`config.mk`:
```
export PLATFORM = sky130hd
export DESIGN_NAME = sorted_deadline_timer_queue_flat
export DESIGN_NICKNAME = d
export VERILOG_FILES = /design/src/rtl/sdtq_pkg.sv /design/src/rtl/sdtq_if.sv /design/src/rtl/sdtq_cell.sv /design/src/rtl/sorted_deadline_timer_queue.sv /design/src/flat_wrapper.sv
export SDC_FILE = /design/constraint.sdc
export NUM_CORES = 2
export LEC_CHECK = 0
export BUFFER_PORTS_ARGS = -buffer_cell sky130_fd_sc_hd__buf_4
export CAP_MARGIN = 20
export CORE_MARGIN = 1.5
export CORE_UTILIZATION = 47
export DETAILED_ROUTE_END_ITERATION = 6
export SETUP_SLACK_MARGIN = 0.3
export SYNTH_ARGS = -nofsm -noshare
export SYNTH_HDL_FRONTEND = slang
export SYNTH_HIERARCHICAL = 1
export SYNTH_SLANG_ARGS = --single-unit
```
`constraint.sdc`:
```
create_clock -name clock -period 16.2 [get_ports clock]
set_input_delay 2.43 -clock clock [delete_from_list [all_inputs] [get_ports clock]]
set_output_delay 2.43 -clock clock [all_outputs]
set_load 0.1 [all_outputs]
```
`src/rtl/sdtq_pkg.sv`:
```
// ----------------------------------------------------------------------------
// sdtq_pkg
// Shared types and constants for the sorted deadline timer queue.
// ----------------------------------------------------------------------------
`default_nettype none

package sdtq_pkg;

   localparam int FIELD_TIME_WIDTH = 32;
   localparam int HANDLE_WIDTH     = 4;
   localparam int HANDLE_COUNT     = 16;
   localparam int KIND_WIDTH       = 2;
   localparam int STATUS_WIDTH     = 3;

   typedef enum logic [KIND_WIDTH-1:0] {
      KIND_ADD    = 2'd0,
      KIND_CANCEL = 2'd1,
      KIND_TIME   = 2'd2
   } kind_type;

   typedef enum logic [STATUS_WIDTH-1:0] {
      STATUS_ADDED     = 3'd0,
      STATUS_FULL      = 3'd1,
      STATUS_CANCELLED = 3'd2,
      STATUS_UNKNOWN   = 3'd3,
      STATUS_EXPIRED   = 3'd4
   } status_type;

   typedef enum logic [1:0] {
      CELL_NOP    = 2'd0,
      CELL_INSERT = 2'd1,
      CELL_CANCEL = 2'd2,
      CELL_POP    = 2'd3
   } cell_op_type;

   typedef struct packed {
      cell_op_type             op;
      logic [HANDLE_WIDTH-1:0] handle;
   } cell_cmd_type;

   // {none free, lowest clear index}
   function automatic logic [HANDLE_WIDTH:0] lowest_free(
      input logic [HANDLE_COUNT-1:0] map
   );
      logic [HANDLE_WIDTH:0] res;
      res = {1'b1, {HANDLE_WIDTH{1'b0}}};
      for (int i = HANDLE_COUNT - 1; i >= 0; i--) begin
         if (!map[i]) begin
            res = {1'b0, HANDLE_WIDTH'(i)};
         end
      end
      return res;
   endfunction

endpackage

`default_nettype wire

```
`src/rtl/sdtq_if.sv`:
```
// ----------------------------------------------------------------------------
// sdtq_if
// Request and response channel interfaces (valid/ready).
// ----------------------------------------------------------------------------
`default_nettype none

interface sdtq_req_if import sdtq_pkg::*; ();
   logic                        valid;
   logic                        ready;
   logic [KIND_WIDTH-1:0]       kind;
   logic [FIELD_TIME_WIDTH-1:0] time_value;
   logic [HANDLE_WIDTH-1:0]     handle;

   modport source (output valid, kind, time_value, handle, input ready);
   modport sink   (input valid, kind, time_value, handle, output ready);
endinterface

interface sdtq_rsp_if import sdtq_pkg::*; ();
   logic                        valid;
   logic                        ready;
   logic [STATUS_WIDTH-1:0]     status;
   logic [HANDLE_WIDTH-1:0]     timer_handle;
   logic [FIELD_TIME_WIDTH-1:0] next_deadline;
   logic                        queue_empty;
   logic                        last;

   modport source (output valid, status, timer_handle, next_deadline, queue_empty, last,
                   input ready);
   modport sink   (input valid, status, timer_handle, next_deadline, queue_empty, last,
                   output ready);
endinterface

`default_nettype wire

```
`src/rtl/sdtq_cell.sv`:
```
// ----------------------------------------------------------------------------
// sdtq_cell
// One slot of the sorted shift queue. Inserts shift right from the insert
// point, removals shift left from the removed slot.
// ----------------------------------------------------------------------------
`default_nettype none

module sdtq_cell import sdtq_pkg::*; #(
   parameter int TIME_WIDTH = 32
) (
   input  wire                     clock,
   input  wire                     reset,
   input  cell_cmd_type            cmd,
   input  wire [TIME_WIDTH-1:0]    new_deadline,
   input  wire                     left_valid,
   input  wire [TIME_WIDTH-1:0]    left_deadline,
   input  wire [HANDLE_WIDTH-1:0]  left_handle,
   input  wire                     left_ins,
   input  wire                     right_valid,
   input  wire [TIME_WIDTH-1:0]    right_deadline,
   input  wire [HANDLE_WIDTH-1:0]  right_handle,
   input  wire                     kill_in,
   output logic                    valid,
   output logic [TIME_WIDTH-1:0]   deadline,
   output logic [HANDLE_WIDTH-1:0] handle,
   output logic                    ins,
   output logic                    kill_out,
   output logic                    next_valid,
   output logic [TIME_WIDTH-1:0]   next_deadline
);

   logic                    valid_ff, valid_in;
   logic [TIME_WIDTH-1:0]   deadline_ff, deadline_in;
   logic [HANDLE_WIDTH-1:0] handle_ff, handle_in;

   always_comb begin
      // new timer goes in front of the first later deadline or empty slot
      ins      = !valid_ff || (deadline_ff > new_deadline);
      kill_out = kill_in ||
                 ((cmd.op == CELL_CANCEL) && valid_ff && (handle_ff == cmd.handle));

      valid_in    = valid_ff;
      deadline_in = deadline_ff;
      handle_in   = handle_ff;
      case (cmd.op)
         CELL_INSERT: begin
            if (ins) begin
               if (left_ins) begin
                  valid_in    = left_valid;
                  deadline_in = left_deadline;
                  handle_in   = left_handle;
               end else begin
                  valid_in    = 1'b1;
                  deadline_in = new_deadline;
                  handle_in   = cmd.handle;
               end
            end
         end
         CELL_CANCEL, CELL_POP: begin
            if (kill_out) begin
               valid_in    = right_valid;
               deadline_in = right_deadline;
               handle_in   = right_handle;
            end
         end
         default: begin
         end
      endcase
   end

   always_ff @(posedge clock) begin
      if (reset) begin
         valid_ff <= 1'b0;
      end else begin
         valid_ff <= valid_in;
      end
   end

   always_ff @(posedge clock) begin
      deadline_ff <= deadline_in;
      handle_ff   <= handle_in;
   end

   assign valid         = valid_ff;
   assign deadline      = deadline_ff;
   assign handle        = handle_ff;
   assign next_valid    = valid_in;
   assign next_deadline = deadline_in;

endmodule

`default_nettype wire

```
`src/rtl/sorted_deadline_timer_queue.sv`:
```
// ----------------------------------------------------------------------------
// sorted_deadline_timer_queue
// Bounded timer queue kept sorted by deadline in a row of shift cells.
// ----------------------------------------------------------------------------
//  channel   dir  payload                                             flow
//  req_chan  in   kind, time_value, handle                            valid/ready
//  rsp_chan  out  status, timer_handle, next_deadline, queue_empty,   valid/ready
//                 last
//
//  A request is held in a one-entry request register and worked on from
//  there; add and cancel each need one cell-row update, so one transaction
//  per cycle while responses are drained. A time event gives one response
//  per expired timer, each with one cell-row shift, then a closing
//  response. Work waits only on the response register. Reset clears the
//  cell valid bits, count, handle map, and request/response valid bits.
// ----------------------------------------------------------------------------
`default_nettype none

module sorted_deadline_timer_queue import sdtq_pkg::*; #(
   parameter int QUEUE_DEPTH = 16,
   parameter int TIME_WIDTH  = 32
) (
   input  wire        clock,
   input  wire        reset,
   sdtq_req_if.sink   req_chan,
   sdtq_rsp_if.source rsp_chan
);

   localparam int CW = $clog2(QUEUE_DEPTH + 1);

   // request register
   logic                    op_valid_ff;
   logic [KIND_WIDTH-1:0]   op_kind_ff;
   logic [TIME_WIDTH-1:0]   op_time_ff;
   logic [HANDLE_WIDTH-1:0] op_handle_ff;
   logic [TIME_WIDTH-1:0]   req_time;

   // queue bookkeeping
   logic [CW-1:0]           count_ff, count_in;
   logic [HANDLE_COUNT-1:0] in_use_ff, in_use_in;

   // response register
   logic                        rsp_valid_ff, rsp_valid_in;
   logic [STATUS_WIDTH-1:0]     rsp_status_ff, rsp_status_in;
   logic [HANDLE_WIDTH-1:0]     rsp_handle_ff, rsp_handle_in;
   logic [FIELD_TIME_WIDTH-1:0] rsp_next_ff, rsp_next_in;
   logic                        rsp_empty_ff, rsp_empty_in;
   logic                        rsp_last_ff, rsp_last_in;

   // cell row
   cell_cmd_type            cmd;
   logic                    valid_q    [QUEUE_DEPTH];
   logic [TIME_WIDTH-1:0]   deadline_q [QUEUE_DEPTH];
   logic [HANDLE_WIDTH-1:0] handle_q   [QUEUE_DEPTH];
   logic                    ins_q      [QUEUE_DEPTH];
   logic                    kill_q     [QUEUE_DEPTH];
   logic                    nvalid_q   [QUEUE_DEPTH];
   logic [TIME_WIDTH-1:0]   ndeadline_q[QUEUE_DEPTH];

   logic                    out_free, act, done, pop, full, cancel_hit;
   logic [HANDLE_WIDTH:0]   free_slot;
   logic [FIELD_TIME_WIDTH-1:0] head_time;

   generate
      if (TIME_WIDTH <= FIELD_TIME_WIDTH) begin : g_narrow
         assign req_time  = req_chan.time_value[TIME_WIDTH-1:0];
         assign head_time = FIELD_TIME_WIDTH'(ndeadline_q[0]);
      end else begin : g_wide
         assign req_time  = {{(TIME_WIDTH-FIELD_TIME_WIDTH){1'b0}}, req_chan.time_value};
         assign head_time = ndeadline_q[0][FIELD_TIME_WIDTH-1:0];
      end
   endgenerate

   genvar gi;
   generate
      for (gi = 0; gi < QUEUE_DEPTH; gi++) begin : g_cell
         logic                    l_valid, l_ins, r_valid, k_in;
         logic [TIME_WIDTH-1:0]   l_deadline, r_deadline;
         logic [HANDLE_WIDTH-1:0] l_handle, r_handle;

         if (gi == 0) begin : g_head
            assign l_valid    = 1'b0;
            assign l_deadline = '0;
            assign l_handle   = '0;
            assign l_ins      = 1'b0;
            assign k_in       = (cmd.op == CELL_POP);
         end else begin : g_body
            assign l_valid    = valid_q[gi-1];
            assign l_deadline = deadline_q[gi-1];
            assign l_handle   = handle_q[gi-1];
            assign l_ins      = ins_q[gi-1];
            assign k_in       = kill_q[gi-1];
         end

         if (gi == QUEUE_DEPTH - 1) begin : g_tail
            assign r_valid    = 1'b0;
            assign r_deadline = '0;
            assign r_handle   = '0;
         end else begin : g_inner
            assign r_valid    = valid_q[gi+1];
            assign r_deadline = deadline_q[gi+1];
            assign r_handle   = handle_q[gi+1];
         end

         sdtq_cell #(
            .TIME_WIDTH (TIME_WIDTH)
         ) u_cell (
            .clock          (clock),
            .reset          (reset),
            .cmd            (cmd),
            .new_deadline   (op_time_ff),
            .left_valid     (l_valid),
            .left_deadline  (l_deadline),
            .left_handle    (l_handle),
            .left_ins       (l_ins),
            .right_valid    (r_valid),
            .right_deadline (r_deadline),
            .right_handle   (r_handle),
            .kill_in        (k_in),
            .valid          (valid_q[gi]),
            .deadline       (deadline_q[gi]),
            .handle         (handle_q[gi]),
            .ins            (ins_q[gi]),
            .kill_out       (kill_q[gi]),
            .next_valid     (nvalid_q[gi]),
            .next_deadline  (ndeadline_q[gi])
         );
      end
   endgenerate

   always_comb begin
      out_free   = !rsp_valid_ff || rsp_chan.ready;
      free_slot  = lowest_free(in_use_ff);
      full       = (count_ff >= CW'(QUEUE_DEPTH)) || free_slot[HANDLE_WIDTH];
      cancel_hit = in_use_ff[op_handle_ff];
      pop        = valid_q[0] && (deadline_q[0] <= op_time_ff);

      act  = 1'b0;
      done = 1'b0;
      cmd  = '{op: CELL_NOP, handle: op_handle_ff};

      count_in      = count_ff;
      in_use_in     = in_use_ff;
      rsp_valid_in  = rsp_valid_ff && !rsp_chan.ready;
      rsp_status_in = rsp_status_ff;
      rsp_handle_in = rsp_handle_ff;
      rsp_last_in   = rsp_last_ff;

      if (op_valid_ff) begin
         case (op_kind_ff)
            KIND_ADD: begin
               act           = out_free;
               done          = out_free;
               rsp_status_in = full ? STATUS_FULL : STATUS_ADDED;
               rsp_handle_in = full ? '0 : free_slot[HANDLE_WIDTH-1:0];
               rsp_last_in   = 1'b1;
               if (out_free && !full) begin
                  cmd.op    = CELL_INSERT;
                  cmd.handle = free_slot[HANDLE_WIDTH-1:0];
                  count_in  = count_ff + CW'(1);
                  in_use_in[free_slot[HANDLE_WIDTH-1:0]] = 1'b1;
               end
            end
            KIND_CANCEL: begin
               act           = out_free;
               done          = out_free;
               rsp_status_in = cancel_hit ? STATUS_CANCELLED : STATUS_UNKNOWN;
               rsp_handle_in = op_handle_ff;
               rsp_last_in   = 1'b1;
               if (out_free && cancel_hit) begin
                  cmd.op   = CELL_CANCEL;
                  count_in = count_ff - CW'(1);
                  in_use_in[op_handle_ff] = 1'b0;
               end
            end
            KIND_TIME: begin
               // one expired timer per cycle while the response register is free, then the closing transaction
               act           = out_free;
               done          = out_free && !pop;
               rsp_status_in = STATUS_EXPIRED;
               rsp_handle_in = pop ? handle_q[0] : '0;
               rsp_last_in   = !pop;
               if (out_free && pop) begin
                  cmd.op   = CELL_POP;
                  count_in = count_ff - CW'(1);
                  in_use_in[handle_q[0]] = 1'b0;
               end
            end
            default: begin
               done = 1'b1;
            end
         endcase
      end

      if (act) begin
         rsp_valid_in = 1'b1;
      end
      rsp_next_in  = nvalid_q[0] ? head_time : '0;
      rsp_empty_in = !nvalid_q[0];

      req_chan.ready = !op_valid_ff || done;
   end

   always_ff @(posedge clock) begin
      if (reset) begin
         op_valid_ff  <= 1'b0;
         count_ff     <= '0;
         in_use_ff    <= '0;
         rsp_valid_ff <= 1'b0;
      end else begin
         if (req_chan.valid && req_chan.ready) begin
            op_valid_ff <= 1'b1;
         end else if (done) begin
            op_valid_ff <= 1'b0;
         end
         count_ff     <= count_in;
         in_use_ff    <= in_use_in;
         rsp_valid_ff <= rsp_valid_in;
      end
   end

   always_ff @(posedge clock) begin
      if (req_chan.valid && req_chan.ready) begin
         op_kind_ff   <= req_chan.kind;
         op_time_ff   <= req_time;
         op_handle_ff <= req_chan.handle;
      end
      if (act) begin
         rsp_status_ff <= rsp_status_in;
         rsp_handle_ff <= rsp_handle_in;
         rsp_next_ff   <= rsp_next_in;
         rsp_empty_ff  <= rsp_empty_in;
         rsp_last_ff   <= rsp_last_in;
      end
   end

   assign rsp_chan.valid         = rsp_valid_ff;
   assign rsp_chan.status        = rsp_status_ff;
   assign rsp_chan.timer_handle  = rsp_handle_ff;
   assign rsp_chan.next_deadline = rsp_next_ff;
   assign rsp_chan.queue_empty   = rsp_empty_ff;
   assign rsp_chan.last          = rsp_last_ff;

endmodule

`default_nettype wire
```
`src/flat_wrapper.sv`:
```
// flat-port wrapper written by rule: the top's interface ports become plain ports
module sorted_deadline_timer_queue_flat import sdtq_pkg::*;
#(
   parameter int QUEUE_DEPTH = 16,
   parameter int TIME_WIDTH  = 32
)
  (clock, reset, req_chan_valid, req_chan_kind, req_chan_time_value, req_chan_handle, req_chan_ready, rsp_chan_valid, rsp_chan_status, rsp_chan_timer_handle, rsp_chan_next_deadline, rsp_chan_queue_empty, rsp_chan_last, rsp_chan_ready);
  sdtq_req_if req_chan_i ();
  sdtq_rsp_if rsp_chan_i ();
  input  wire clock;
  input  wire reset;
  input wire logic [$bits(req_chan_i.valid)-1:0] req_chan_valid;
  input wire logic [$bits(req_chan_i.kind)-1:0] req_chan_kind;
  input wire logic [$bits(req_chan_i.time_value)-1:0] req_chan_time_value;
  input wire logic [$bits(req_chan_i.handle)-1:0] req_chan_handle;
  output wire logic [$bits(req_chan_i.ready)-1:0] req_chan_ready;
  output wire logic [$bits(rsp_chan_i.valid)-1:0] rsp_chan_valid;
  output wire logic [$bits(rsp_chan_i.status)-1:0] rsp_chan_status;
  output wire logic [$bits(rsp_chan_i.timer_handle)-1:0] rsp_chan_timer_handle;
  output wire logic [$bits(rsp_chan_i.next_deadline)-1:0] rsp_chan_next_deadline;
  output wire logic [$bits(rsp_chan_i.queue_empty)-1:0] rsp_chan_queue_empty;
  output wire logic [$bits(rsp_chan_i.last)-1:0] rsp_chan_last;
  input wire logic [$bits(rsp_chan_i.ready)-1:0] rsp_chan_ready;
  assign req_chan_i.valid = req_chan_valid;
  assign req_chan_i.kind = req_chan_kind;
  assign req_chan_i.time_value = req_chan_time_value;
  assign req_chan_i.handle = req_chan_handle;
  assign req_chan_ready = req_chan_i.ready;
  assign rsp_chan_valid = rsp_chan_i.valid;
  assign rsp_chan_status = rsp_chan_i.status;
  assign rsp_chan_timer_handle = rsp_chan_i.timer_handle;
  assign rsp_chan_next_deadline = rsp_chan_i.next_deadline;
  assign rsp_chan_queue_empty = rsp_chan_i.queue_empty;
  assign rsp_chan_last = rsp_chan_i.last;
  assign rsp_chan_i.ready = rsp_chan_ready;
  sorted_deadline_timer_queue #(.QUEUE_DEPTH(QUEUE_DEPTH), .TIME_WIDTH(TIME_WIDTH)) u_core (.clock(clock), .reset(reset), .req_chan(req_chan_i), .rsp_chan(rsp_chan_i));
endmodule
```
==> metrics.txt <==
instance count on the critical path 53; Setup Total Neg Slack 0 ps; effective utilization at floorplan a little under half; layout cell share with drive strength beyond 1 under 10%; CTS root buffer clkbuf_16; critical path arrival 14140 ps; end point of the critical path u_core/g_cell[15].u_cell/deadline[7]; reported net switching power ~2600 uW; Worst Setup Start Kind flip-flop; actual transition at the worst max-transition pin 1150 ps; critical path data required time ~17000 ps; endpoints failing setup 0; DR vias 52100; synthesized cell area roughly 0.055 sq mm; number of DRC markers after the initial detailed-route iteration 5244; number of warnings reported in the yosys synthesis log 6; clock input transition at the sequential cells of the worst setup and hold paths roughly 60 ps; Final GP Congestion between 0.9 and 1; worst clock skew on the final layout between 30 and 40 ps; floorplan core area about 0.11 sq mm; Critical R2R Launch u_core/op_time_ff[15]; instance area after placement about 0.056 sq mm; pin count of the biggest net entering global routing approximately 230; start point of the worst min-delay path u_core/count_ff[2]; final critical path time including I/O delays and setup around 14000 ps; wire length after detailed routing approximately 180000 um; # fillers roughly 11000; die outline area 0.118 sq mm; Sw Share between 30% and 40%; Internal 4200 uW; Crit Path Category reg2reg; nets@finish 7543; cell type with the highest occurrence count on the critical path inv_1; share of the clock period used by the worst path a little over four fifths; Die Wd 344 um; quantity of hold-fixing buffers added after cts 0; number of hold-slack violations in the final timing report 0; via count of the first global-routing pass 47300; worst-path fanout max 65; length of the first detailed-routing pass in iterations 6; number of rows in the core area between 100 and 150; HPWL after DPL 134000 um; via-per-instance ratio 6.12; relative max-transition margin a little under a quarter; CTS H-tree depth 3; global-route wire length before repair 281000 um; Critical Path Max Stage Delay about 960 ps; leading cell type in the layout, fill and taps excluded nand2_1; clk sinks 694; sum of buffers and inverters on the critical path 26; relative contribution of sequential cells to total power roughly two fifths; max-cap check violation count 0; class of the worst hold path reg2reg; number of port buffers 84; remaining antenna violation count after routing 0; TritonCTS clock tree yes; number of gates resized after CTS 0; Cells after DPL around 8400; Avg Synthesized Cell Area 7.72 sq um; overall overflow remaining after global route 0; library cell contributing the largest single delay on the critical path nor4_1; later-pin clock latency in the skew report 680 ps; setup fix buffers added after clock tree synthesis 0; Leakage Power about 0.025 uW; ANT cells 0; share of power burned in the clock network slightly below 30%; number of cells in the finished layout apart from fillers about 8500; final slew viol count 0; routed length per instance between 20 and 25 um; Crit path max-delay family buffers and inverters; endpoint of the worst register-to-register path u_core/g_cell[15].u_cell/deadline[7]; combinational cell fraction of total power between 30% and 40%; area overhead of the layout relative to synthesis 8.10%; final std cell area, no fill between 0.05 and 0.06 sq mm; Worst Reg-to-Reg Cells 53; number of buffers inserted during clock tree synthesis 86; Peak supply drop around 0.084 mV; synthesized instance count around 7000; category of the worst setup path capture point flip-flop; total routing resource utilization after global routing roughly 30%; unrepaired setup endpoints after global routing no; Residual DRC 0; setup slack of the worst register-to-register path 2670 ps; highest-count cells in the layout ignoring fill and taps nand2_1 (1143), o21ai_0 (1083), inv_1 (671), nand3_1 (585); fmax between 70 and 80 MHz; power density of the placed cells between 100 and 150 mW/mm^2; critical path startpoint u_core/op_time_ff[15]; height of the die 344 um; number of top-level pins 85; number of buffers on the longest clock path 3; outcome complete, no violations; antenna violations before repair 2
==> per-stage QoR <==
stage	setup slack (ps)	total power (uW)	utilization [%]	hold WS [ps]
final	2670	6750	51.4	505
after global routing	1480	7140	51.4	527
after CTS	2880	6730	51.4	505
after detailed placement	2270	4740	48.9	498
after global placement	2570	4690	48.9	482
after floorplan	1310	4060	-	467
==> flip-flops by register name, indices dropped and copies added (netlist names), 3 cells and up <==
name                           count
u_core/g_cell.u_cell/deadline    512
u_core/g_cell.u_cell/handle       64
u_core/op_time_ff                 32
u_core/rsp_chan.next_deadline     32
u_core/g_cell.u_cell/valid        16
u_core/in_use_ff                  16
u_core/count_ff                    5
u_core/op_handle_ff                4
u_core/rsp_chan.timer_handle       4
u_core/rsp_chan.status             3
==> layout make-up <==
cell class                 instances  area (sq um)  area share, %
multi-input combinational       5304         34900           59.2
clock inverter                    30           325          0.551
clock buffer                     124          2490           4.21
inverter                         671          2520           4.27
timing repair buffer             192          1540           2.61
tap                             1512          1890           3.20
sequential                       694         15300           26.0
==> power groups by stage <==
stage	sequential [uW]	clock (uW)	combinational (uW)
global placement	2730	0	1960
global route	2770	2080	2290
floorplan	2570	0	1490
detailed placement	2730	0	2010
CTS	2700	2010	2020
finish	2720	1990	2050
==> per-layer routing <==
metal	up-vias	routed length [um]	GRT usage (%)
met5	-	9	0
met4	2	3090	6.31
met3	184	12400	3.30
met2	1621	76600	44.2
met1	25000	90000	45.8
li1	25400	-	-
==> worst min-delay path by stage <==
stage                          to  cells after the start
2_1_floorplan  u_core/count_ff[3]                      2
3_3_place_gp   u_core/count_ff[3]                      2
3_5_place_dp   u_core/count_ff[2]                      2
4_1_cts        u_core/count_ff[2]                      2
5_1_grt        u_core/count_ff[2]                      2
6_report       u_core/count_ff[2]                      2
==> worst min-delay path, cell delays in order, from the launching register on <==
cell	delay (ps)
dfxtp_1	310
nor2_1	100
a211oi_1	50
Power figures use the tool's default switching activity.
